`src/rtl/depq_pkg.sv`:
```
package depq_pkg;

   localparam int VALUE_W = 32;

   typedef logic [1:0] opcode_type;
   typedef logic signed [VALUE_W-1:0] value_type;

   localparam opcode_type OP_INSERT  = 2'd0;
   localparam opcode_type OP_DEL_MAX = 2'd1;
   localparam opcode_type OP_DEL_MIN = 2'd2;

   // control from the sequencer to the shared compare unit
   typedef struct packed {
      logic take;      // a read value is presented this cycle
      logic first;     // first entry of a pass: take it unconditionally
      logic want_max;  // 1 greatest, 0 least
   } scan_ctrl_type;

endpackage

```
`src/rtl/depq_extreme.sv`:
```
module depq_extreme
   import depq_pkg::*;
#(
   parameter int IDX_W = 4
) (
   input  logic              clock,
   input  scan_ctrl_type     ctrl,
   input  value_type         data,
   input  logic [IDX_W-1:0]  idx,
   output value_type         best,
   output logic [IDX_W-1:0]  best_idx
);

   value_type          best_ff;
   value_type          best_in;
   logic [IDX_W-1:0]   best_idx_ff;
   logic [IDX_W-1:0]   best_idx_in;
   value_type          cmp_a;
   value_type          cmp_b;
   logic               better;

   // single signed comparator, operands swapped for min
   always_comb begin
      cmp_a       = ctrl.want_max ? data : best_ff;
      cmp_b       = ctrl.want_max ? best_ff : data;
      better      = cmp_a > cmp_b;
      best_in     = best_ff;
      best_idx_in = best_idx_ff;
      if (ctrl.take && (ctrl.first || better)) begin
         best_in     = data;
         best_idx_in = idx;
      end
   end

   always_ff @(posedge clock) begin
      best_ff     <= best_in;
      best_idx_ff <= best_idx_in;
   end

   assign best     = best_ff;
   assign best_idx = best_idx_ff;

endmodule

```
`src/rtl/double_ended_priority_queue.sv`:
```
// Double-ended priority queue holding up to DEPTH signed 32-bit values in a
// single-port-read memory. Each transfer carries insert, delete-max or
// delete-min and yields exactly one result with the new count, greatest and
// least values (0 when empty), an empty flag and a flag for an insert refused
// because the store was full. One item at a time: one comparator walks the
// memory one entry per cycle, with one pass for the greatest and one for the
// least after an insert, a refused insert or a no-op on a non-empty store. A
// delete first makes one pass to find the entry to remove, then the same two
// passes unless it removed the last value. A delete or no-op on an empty
// store goes straight to the result.
// req_stall is high while an item is in progress; a finished result waits in
// the output register without blocking the next transfer.
module double_ended_priority_queue
   import depq_pkg::*;
#(
   parameter int DEPTH = 16
) (
   input  logic                             clock,
   input  logic                             reset,
   input  logic                             req_valid,
   output logic                             req_stall,
   input  opcode_type                       req_opcode,
   input  value_type                        req_value,
   output logic                             rsp_valid,
   input  logic                             rsp_stall,
   output logic [$clog2(DEPTH+1)-1:0]       rsp_count,
   output value_type                        rsp_max_value,
   output value_type                        rsp_min_value,
   output logic                             rsp_is_empty,
   output logic                             rsp_dropped
);

   localparam int IDX_W = $clog2(DEPTH);
   localparam int CNT_W = $clog2(DEPTH + 1);

   localparam logic [2:0] S_IDLE     = 3'd0;
   localparam logic [2:0] S_FIND     = 3'd1;
   localparam logic [2:0] S_MOVE_RD  = 3'd2;
   localparam logic [2:0] S_MOVE_WR  = 3'd3;
   localparam logic [2:0] S_SCAN_MAX = 3'd4;
   localparam logic [2:0] S_SCAN_MIN = 3'd5;
   localparam logic [2:0] S_PUT      = 3'd6;

   value_type           mem [DEPTH];

   logic [2:0]          state_ff, state_in;
   logic [CNT_W-1:0]    count_ff, count_in;
   logic [CNT_W-1:0]    addr_ff, addr_in;
   logic                pend_ff, pend_in;
   logic [IDX_W-1:0]    pidx_ff, pidx_in;
   opcode_type          op_ff, op_in;
   logic                drop_ff, drop_in;
   value_type           max_ff, max_in;
   value_type           min_ff, min_in;
   value_type           rd_data_ff;

   logic                rsp_valid_ff, rsp_valid_in;
   logic [CNT_W-1:0]    rsp_count_ff;
   value_type           rsp_max_ff, rsp_min_ff;
   logic                rsp_empty_ff, rsp_drop_ff;
   logic                rsp_load;

   logic                rd_en;
   logic [IDX_W-1:0]    rd_addr;
   logic                wr_en;
   logic [IDX_W-1:0]    wr_addr;
   value_type           wr_data;

   logic [CNT_W-1:0]    cnt_m1;
   logic                scanning;
   logic                scan_done;
   logic                accept;
   scan_ctrl_type       ctrl;
   value_type           best;
   logic [IDX_W-1:0]    best_idx;

   depq_extreme #(
      .IDX_W (IDX_W)
   ) u_extreme (
      .clock    (clock),
      .ctrl     (ctrl),
      .data     (rd_data_ff),
      .idx      (pidx_ff),
      .best     (best),
      .best_idx (best_idx)
   );

   assign req_stall = (state_ff != S_IDLE);
   assign accept    = req_valid && !req_stall;
   assign cnt_m1    = count_ff - CNT_W'(1);
   assign scanning  = (state_ff == S_FIND) || (state_ff == S_SCAN_MAX) ||
                      (state_ff == S_SCAN_MIN);
   assign scan_done = (addr_ff >= count_ff) && !pend_ff;
   assign rsp_load  = (state_ff == S_PUT) && (!rsp_valid_ff || !rsp_stall);

   always_comb begin
      ctrl.take     = scanning && pend_ff;
      ctrl.first    = (pidx_ff == '0);
      ctrl.want_max = (state_ff == S_SCAN_MAX) ||
                      ((state_ff == S_FIND) && (op_ff == OP_DEL_MAX));
   end

   always_comb begin
      state_in = state_ff;
      count_in = count_ff;
      addr_in  = '0;
      pend_in  = 1'b0;
      pidx_in  = pidx_ff;
      op_in    = op_ff;
      drop_in  = drop_ff;
      max_in   = max_ff;
      min_in   = min_ff;
      rd_en    = 1'b0;
      rd_addr  = addr_ff[IDX_W-1:0];
      wr_en    = 1'b0;
      wr_addr  = count_ff[IDX_W-1:0];
      wr_data  = req_value;

      if (scanning) begin
         if (addr_ff < count_ff) begin
            rd_en   = 1'b1;
            pend_in = 1'b1;
            pidx_in = addr_ff[IDX_W-1:0];
            addr_in = addr_ff + CNT_W'(1);
         end else if (pend_ff) begin
            addr_in = addr_ff;
         end
      end

      unique case (state_ff)
         S_IDLE: begin
            if (accept) begin
               op_in   = req_opcode;
               drop_in = 1'b0;
               priority if (req_opcode == OP_INSERT) begin
                  if (count_ff >= CNT_W'(DEPTH)) begin
                     drop_in  = 1'b1;
                     state_in = S_SCAN_MAX;
                  end else begin
                     wr_en    = 1'b1;
                     count_in = count_ff + CNT_W'(1);
                     state_in = S_SCAN_MAX;
                  end
               end else if (count_ff == '0) begin
                  state_in = S_PUT;
               end else if ((req_opcode == OP_DEL_MAX) || (req_opcode == OP_DEL_MIN)) begin
                  state_in = S_FIND;
               end else begin
                  state_in = S_SCAN_MAX;
               end
            end
         end
         S_FIND: begin
            if (scan_done) begin
               state_in = S_MOVE_RD;
            end
         end
         S_MOVE_RD: begin
            rd_en    = 1'b1;
            rd_addr  = cnt_m1[IDX_W-1:0];
            state_in = S_MOVE_WR;
         end
         S_MOVE_WR: begin
            wr_en    = 1'b1;
            wr_addr  = best_idx;
            wr_data  = rd_data_ff;
            count_in = cnt_m1;
            state_in = (cnt_m1 == '0) ? S_PUT : S_SCAN_MAX;
         end
         S_SCAN_MAX: begin
            if (scan_done) begin
               max_in   = best;
               state_in = S_SCAN_MIN;
            end
         end
         S_SCAN_MIN: begin
            if (scan_done) begin
               min_in   = best;
               state_in = S_PUT;
            end
         end
         S_PUT: begin
            if (rsp_load) begin
               state_in = S_IDLE;
            end
         end
         default: begin
            state_in = S_IDLE;
         end
      endcase

      rsp_valid_in = rsp_valid_ff;
      if (rsp_load) begin
         rsp_valid_in = 1'b1;
      end else if (rsp_valid_ff && !rsp_stall) begin
         rsp_valid_in = 1'b0;
      end
   end

   always_ff @(posedge clock) begin
      if (wr_en) begin
         mem[wr_addr] <= wr_data;
      end
      if (rd_en) begin
         rd_data_ff <= mem[rd_addr];
      end
   end

   always_ff @(posedge clock) begin
      if (reset) begin
         state_ff     <= S_IDLE;
         count_ff     <= '0;
         addr_ff      <= '0;
         pend_ff      <= 1'b0;
         rsp_valid_ff <= 1'b0;
      end else begin
         state_ff     <= state_in;
         count_ff     <= count_in;
         addr_ff      <= addr_in;
         pend_ff      <= pend_in;
         rsp_valid_ff <= rsp_valid_in;
      end
   end

   always_ff @(posedge clock) begin
      pidx_ff <= pidx_in;
      op_ff   <= op_in;
      drop_ff <= drop_in;
      max_ff  <= max_in;
      min_ff  <= min_in;
      if (rsp_load) begin
         rsp_count_ff <= count_ff;
         rsp_empty_ff <= (count_ff == '0);
         rsp_drop_ff  <= drop_ff;
         rsp_max_ff   <= (count_ff == '0) ? value_type'(0) : max_ff;
         rsp_min_ff   <= (count_ff == '0) ? value_type'(0) : min_ff;
      end
   end

   assign rsp_valid     = rsp_valid_ff;
   assign rsp_count     = rsp_count_ff;
   assign rsp_max_value = rsp_max_ff;
   assign rsp_min_value = rsp_min_ff;
   assign rsp_is_empty  = rsp_empty_ff;
   assign rsp_dropped   = rsp_drop_ff;

endmodule
```
`config.mk`:
```
export PLATFORM = sky130hd
export DESIGN_NAME = double_ended_priority_queue
export DESIGN_NICKNAME = d
export VERILOG_FILES = /design/src/rtl/depq_pkg.sv /design/src/rtl/depq_extreme.sv /design/src/rtl/double_ended_priority_queue.sv
export SDC_FILE = /design/constraint.sdc
export NUM_CORES = 1
export LEC_CHECK = 0
export BUFFER_PORTS_ARGS = -buffer_cell sky130_fd_sc_hd__buf_2
export CAP_MARGIN = 40
export CORE_ASPECT_RATIO = 2
export CORE_MARGIN = 4
export CORE_UTILIZATION = 45
export CTS_CLUSTER_DIAMETER = 150
export DETAILED_ROUTE_END_ITERATION = 8
export PLACE_DENSITY = 0.62
export SYNTH_ARGS = -nofsm -noshare
export SYNTH_HDL_FRONTEND = slang
export SYNTH_SLANG_ARGS = --single-unit
```
`constraint.sdc`:
```
create_clock -name clock -period 9.1 [get_ports clock]
set_input_delay 0.455 -clock clock [delete_from_list [all_inputs] [get_ports clock]]
set_output_delay 0.455 -clock clock [all_outputs]
set_load 0.01 [all_outputs]
```
==> flow_metrics.py <==
metrics = {
    "run_status": {
        "status": "complete, no violations",
    },
    "routing": {
        "viasPerCell": 5.64,
        "drtPass1Iterations": 5,
        "ant_nets": 0,
        "routed_wirelength_mm": 60.8,
        "drt_iter0_markers": 1149,
        "wl_per_cell_um": 23.9,
        "num_vias": 14351,
        "drc": 0,
    },
    "synthesis": {
        "async_flop_share_pct": 0,
        "synth_top_cell_area_share_pct": 74.8,
        "ys_seq_area_share_pct": 75.8,
        "avgSynthCellArea_um2": 18.6,
        "synth_edf_count": 722,
        "ys_top_cells_by_area": "edfxtp_1 75%, mux4_2 9.9%, nor2b_1 2.5%",
        "synth_ff_type": "edfxtp_1",
        "netlist_area_mm2": 0.0290,
        "yosysTopAreaCell": "edfxtp_1",
        "synth-seq-cells": 737,
        "synth_cells": 1558,
        "syn_nets": 1607,
        "yosysWarnings": 0,
        "synth_cell_type_count": 58,
    },
    "die": {
        "pin_count": 111,
        "placementRows": 131,
        "start_util_pct": 45.5,
        "fp.dieArea_mm2": 0.0688,
        "coreArea_mm2": 0.0638,
        "die_h_um": 367,
        "die_w_um": 187,
    },
    "power_and_ir_drop": {
        "p_per_area_mw_per_mm2": 278,
        "p_leak_nw": 10.7,
        "p_total_mw": 9.09,
        "irDropWorstVdd_mv": 0.261,
    },
    "clock_tree": {
        "tritoncts": "done",
        "ctsHtreeMaxLevel": 2,
        "cts_resized": 0,
        "clock_path_buffers": 3,
        "root_buffer": "clkbuf_16",
        "cts_sinks": 737,
        "numCtsBuffers": 58,
        "clk_pin_slew_ns": 0.07,
        "clk-insertion-delay-late_ns": 0.63,
    },
    "sta": {
        "min_period_over_period_pct": 44.3,
        "tightest_slew_ns": 1.04,
        "rsz0062_at_grt": "false",
        "worst_slew_margin_rel_pct": 30.7,
        "hold_viol_final": 0,
        "fmax_mhz": 248,
        "tns_ns": 0,
        "post-route-min-period_ns": 4.03,
        "final_max_slew_viol_count": 0,
        "skew_ns": 0.0197,
        "finalSetupViolCount": 0,
    },
    "final_layout": {
        "nFillCells": 5031,
        "drive_above_1_share_pct": 23.2,
        "finalNetCount": 1758,
        "insertedDiodeCount": 0,
        "syn_to_final_growth_pct": 12.9,
        "utilization_pct": 51.3,
    },
    "setup_path": {
        "path_class": "reg -> reg",
        "crit_fanout": 111,
        "critPathArrivalTime_ns": 4.36,
        "cp-start-kind": "flip-flop",
        "critical_path_required_ns": 9.43,
        "worstSetupEndpointType": "flip-flop",
    },
    "placement": {
        "port_buffers": 110,
        "gp_congestion": 0.780,
        "hpwl_mm": 35.1,
    },
    "global_route": {
        "grt_max_degree": 112,
        "grt_pass1_vias": 14812,
        "grt_first_pass_wirelength_mm": 91.6,
        "overflow": 0,
        "grt.total_usage_pct": 17.5,
        "antenna_found_initial": 0,
    },
    "flow_run": {
        "timing.max_cap.violations": 0,
    },
    "min_path": {
        "min_path_type": "in -> reg",
    },
}
## routing by layer
| metal | vias up | part of all wire [%] | global-route usage (%) | wire length, um |
|---|---|---|---|---|
| met2 | 389 | 54 | 32.1 | 32700 |
| met1 | 7409 | 39 | 21.4 | 23400 |
| met4 | 0 | 3.4 | 6.19 | 2040 |
| met3 | 112 | 4.4 | 1.98 | 2670 |
| met5 | - | 0 | 0 | 0 |
| li1 | 6441 | - | - | - |
## Yosys cell counts (3+ instances only)
master and n:
edfxtp_1 722, mux4_2 128, nor2b_1 114, nand2_1 95, a21oi_1 54, nor2_1 44, clkbuf_1 43, inv_1 35
mux2i_1 35, a211oi_1 34, o21ai_0 26, buf_2 18, xnor2_1 16, dfxtp_1 15, maj3_1 14, nand2b_1 14
xor2_1 14, nand3_1 13, ha_1 11, nor3_1 10, o21ai_1 8, a31oi_1 7, buf_1 6, nor4_1 6
nor3b_1 5, or3_1 5, and3_1 4, maj3_2 4, o21bai_1 4, o221ai_1 4, or2_2 4, a2111oi_0 3
a22oi_1 3, nand4_1 3, o2111ai_1 3, o31ai_1 3
## cell type report
| class | count | area, um^2 | share of cell area (%) |
|---|---|---|---|
| clock buffer | 66 | 1500 | 4.59 |
| clock inverter | 33 | 314 | 0.960 |
| inverter | 35 | 131 | 0.401 |
| multi-input combinational | 717 | 6790 | 20.8 |
| sequential | 737 | 22000 | 67.2 |
| tap | 798 | 998 | 3.05 |
| timing repair buffer | 160 | 1000 | 3.06 |
## power breakdown
part	total [mW]	internal (mW)	switching, mW
Clock	2.48	1.33	1.16
Sequential	4.37	4.18	0.191
Combinational	2.24	0.985	1.25
## flip-flops by register name, indices dropped and copies added (netlist names), 32 cells and up
signal          cells
rsp_min_value      32
rsp_max_value      32
mem               512
u_extreme.best     32
max_ff             32
rd_data_ff         32
min_ff             32
## per-stage QoR
step	std cells	cell area [um^2]	setup WS, ns	hold WS, ns
floorplan	1558	29000	2.52	0.400
global placement	2437	30800	4.78	0.405
detailed placement	2446	30900	5.03	0.406
CTS	2546	32700	5.01	0.00429
global route	2546	32700	4.66	0.0132
finish	2546	32700	5.07	0.0348
## critical path: stages, from the launching register on
cell,delay (ns)
dfxtp_1,0.64
nor2_1,0.13
and2_1,0.35
o21ai_4,0.53
buf_16,0.23
buf_12,0.56
mux4_2,0.60
nor2b_1,0.14
a211oi_1,0.26
a21oi_1,0.07
## cells by family (layout without fill, tap and decap cells)
| group | after synthesis | after routing | share of synthesized area (%) |
|---|---|---|---|
| and+or+nand+nor | 330 | 330 | 5.94 |
| xor gates and xnor gates | 30 | 30 | 0.907 |
| buffers and inverters | 104 | 294 | 1.45 |
| muxes | 163 | 163 | 11.2 |
| adders and majority gates | 29 | 29 | 1.11 |
| AOI/OAI and AO/OA | 165 | 165 | 3.59 |
| DFF | 737 | 737 | 75.8 |
## cell usage in the layout (no fill, tap or decap), types with 7 or more instances in the layout
cell type,count
a211oi_1,33
a21oi_1,53
buf_2,111
buf_4,43
clkbuf_1,7
clkbuf_16,59
clkinv_1,9
clkinv_2,12
dfxtp_1,15
edfxtp_1,722
ha_1,11
inv_1,35
maj3_1,14
mux2i_1,34
mux4_2,128
nand2_1,95
nand2b_1,14
nand3_1,13
nor2_1,27
nor2_4,16
nor2b_1,114
nor3_1,10
o21ai_0,26
xnor2_1,16
xor2_1,14
## what timing repair did
action | 4_1_cts | 5_1_grt
endpoints found under the hold margin | 1 | 0
setup buffers | 0 | 0
hold buffers | 1 | 0
setup endpoints to repair | 0 | 0
## final timing paths
kind | to | startpoint | slack [ns] | cells past startpoint
worst max-delay path | rd_data_ff[17]$_DFFE_PP_ | state_ff[0]$_SDFFE_PP0P_ | 5.07 | 9
worst min-delay path | op_ff[0]$_DFFE_PP_ | req_opcode[0] | 0.03 | 1
worst min register to register | rsp_dropped$_DFFE_PP_ | drop_ff$_SDFFCE_PP0P_ | 0.42 | 0
worst max register to register | rd_data_ff[17]$_DFFE_PP_ | state_ff[0]$_SDFFE_PP0P_ | 5.07 | 9
Note: power is estimated with default switching activity, not from simulation.
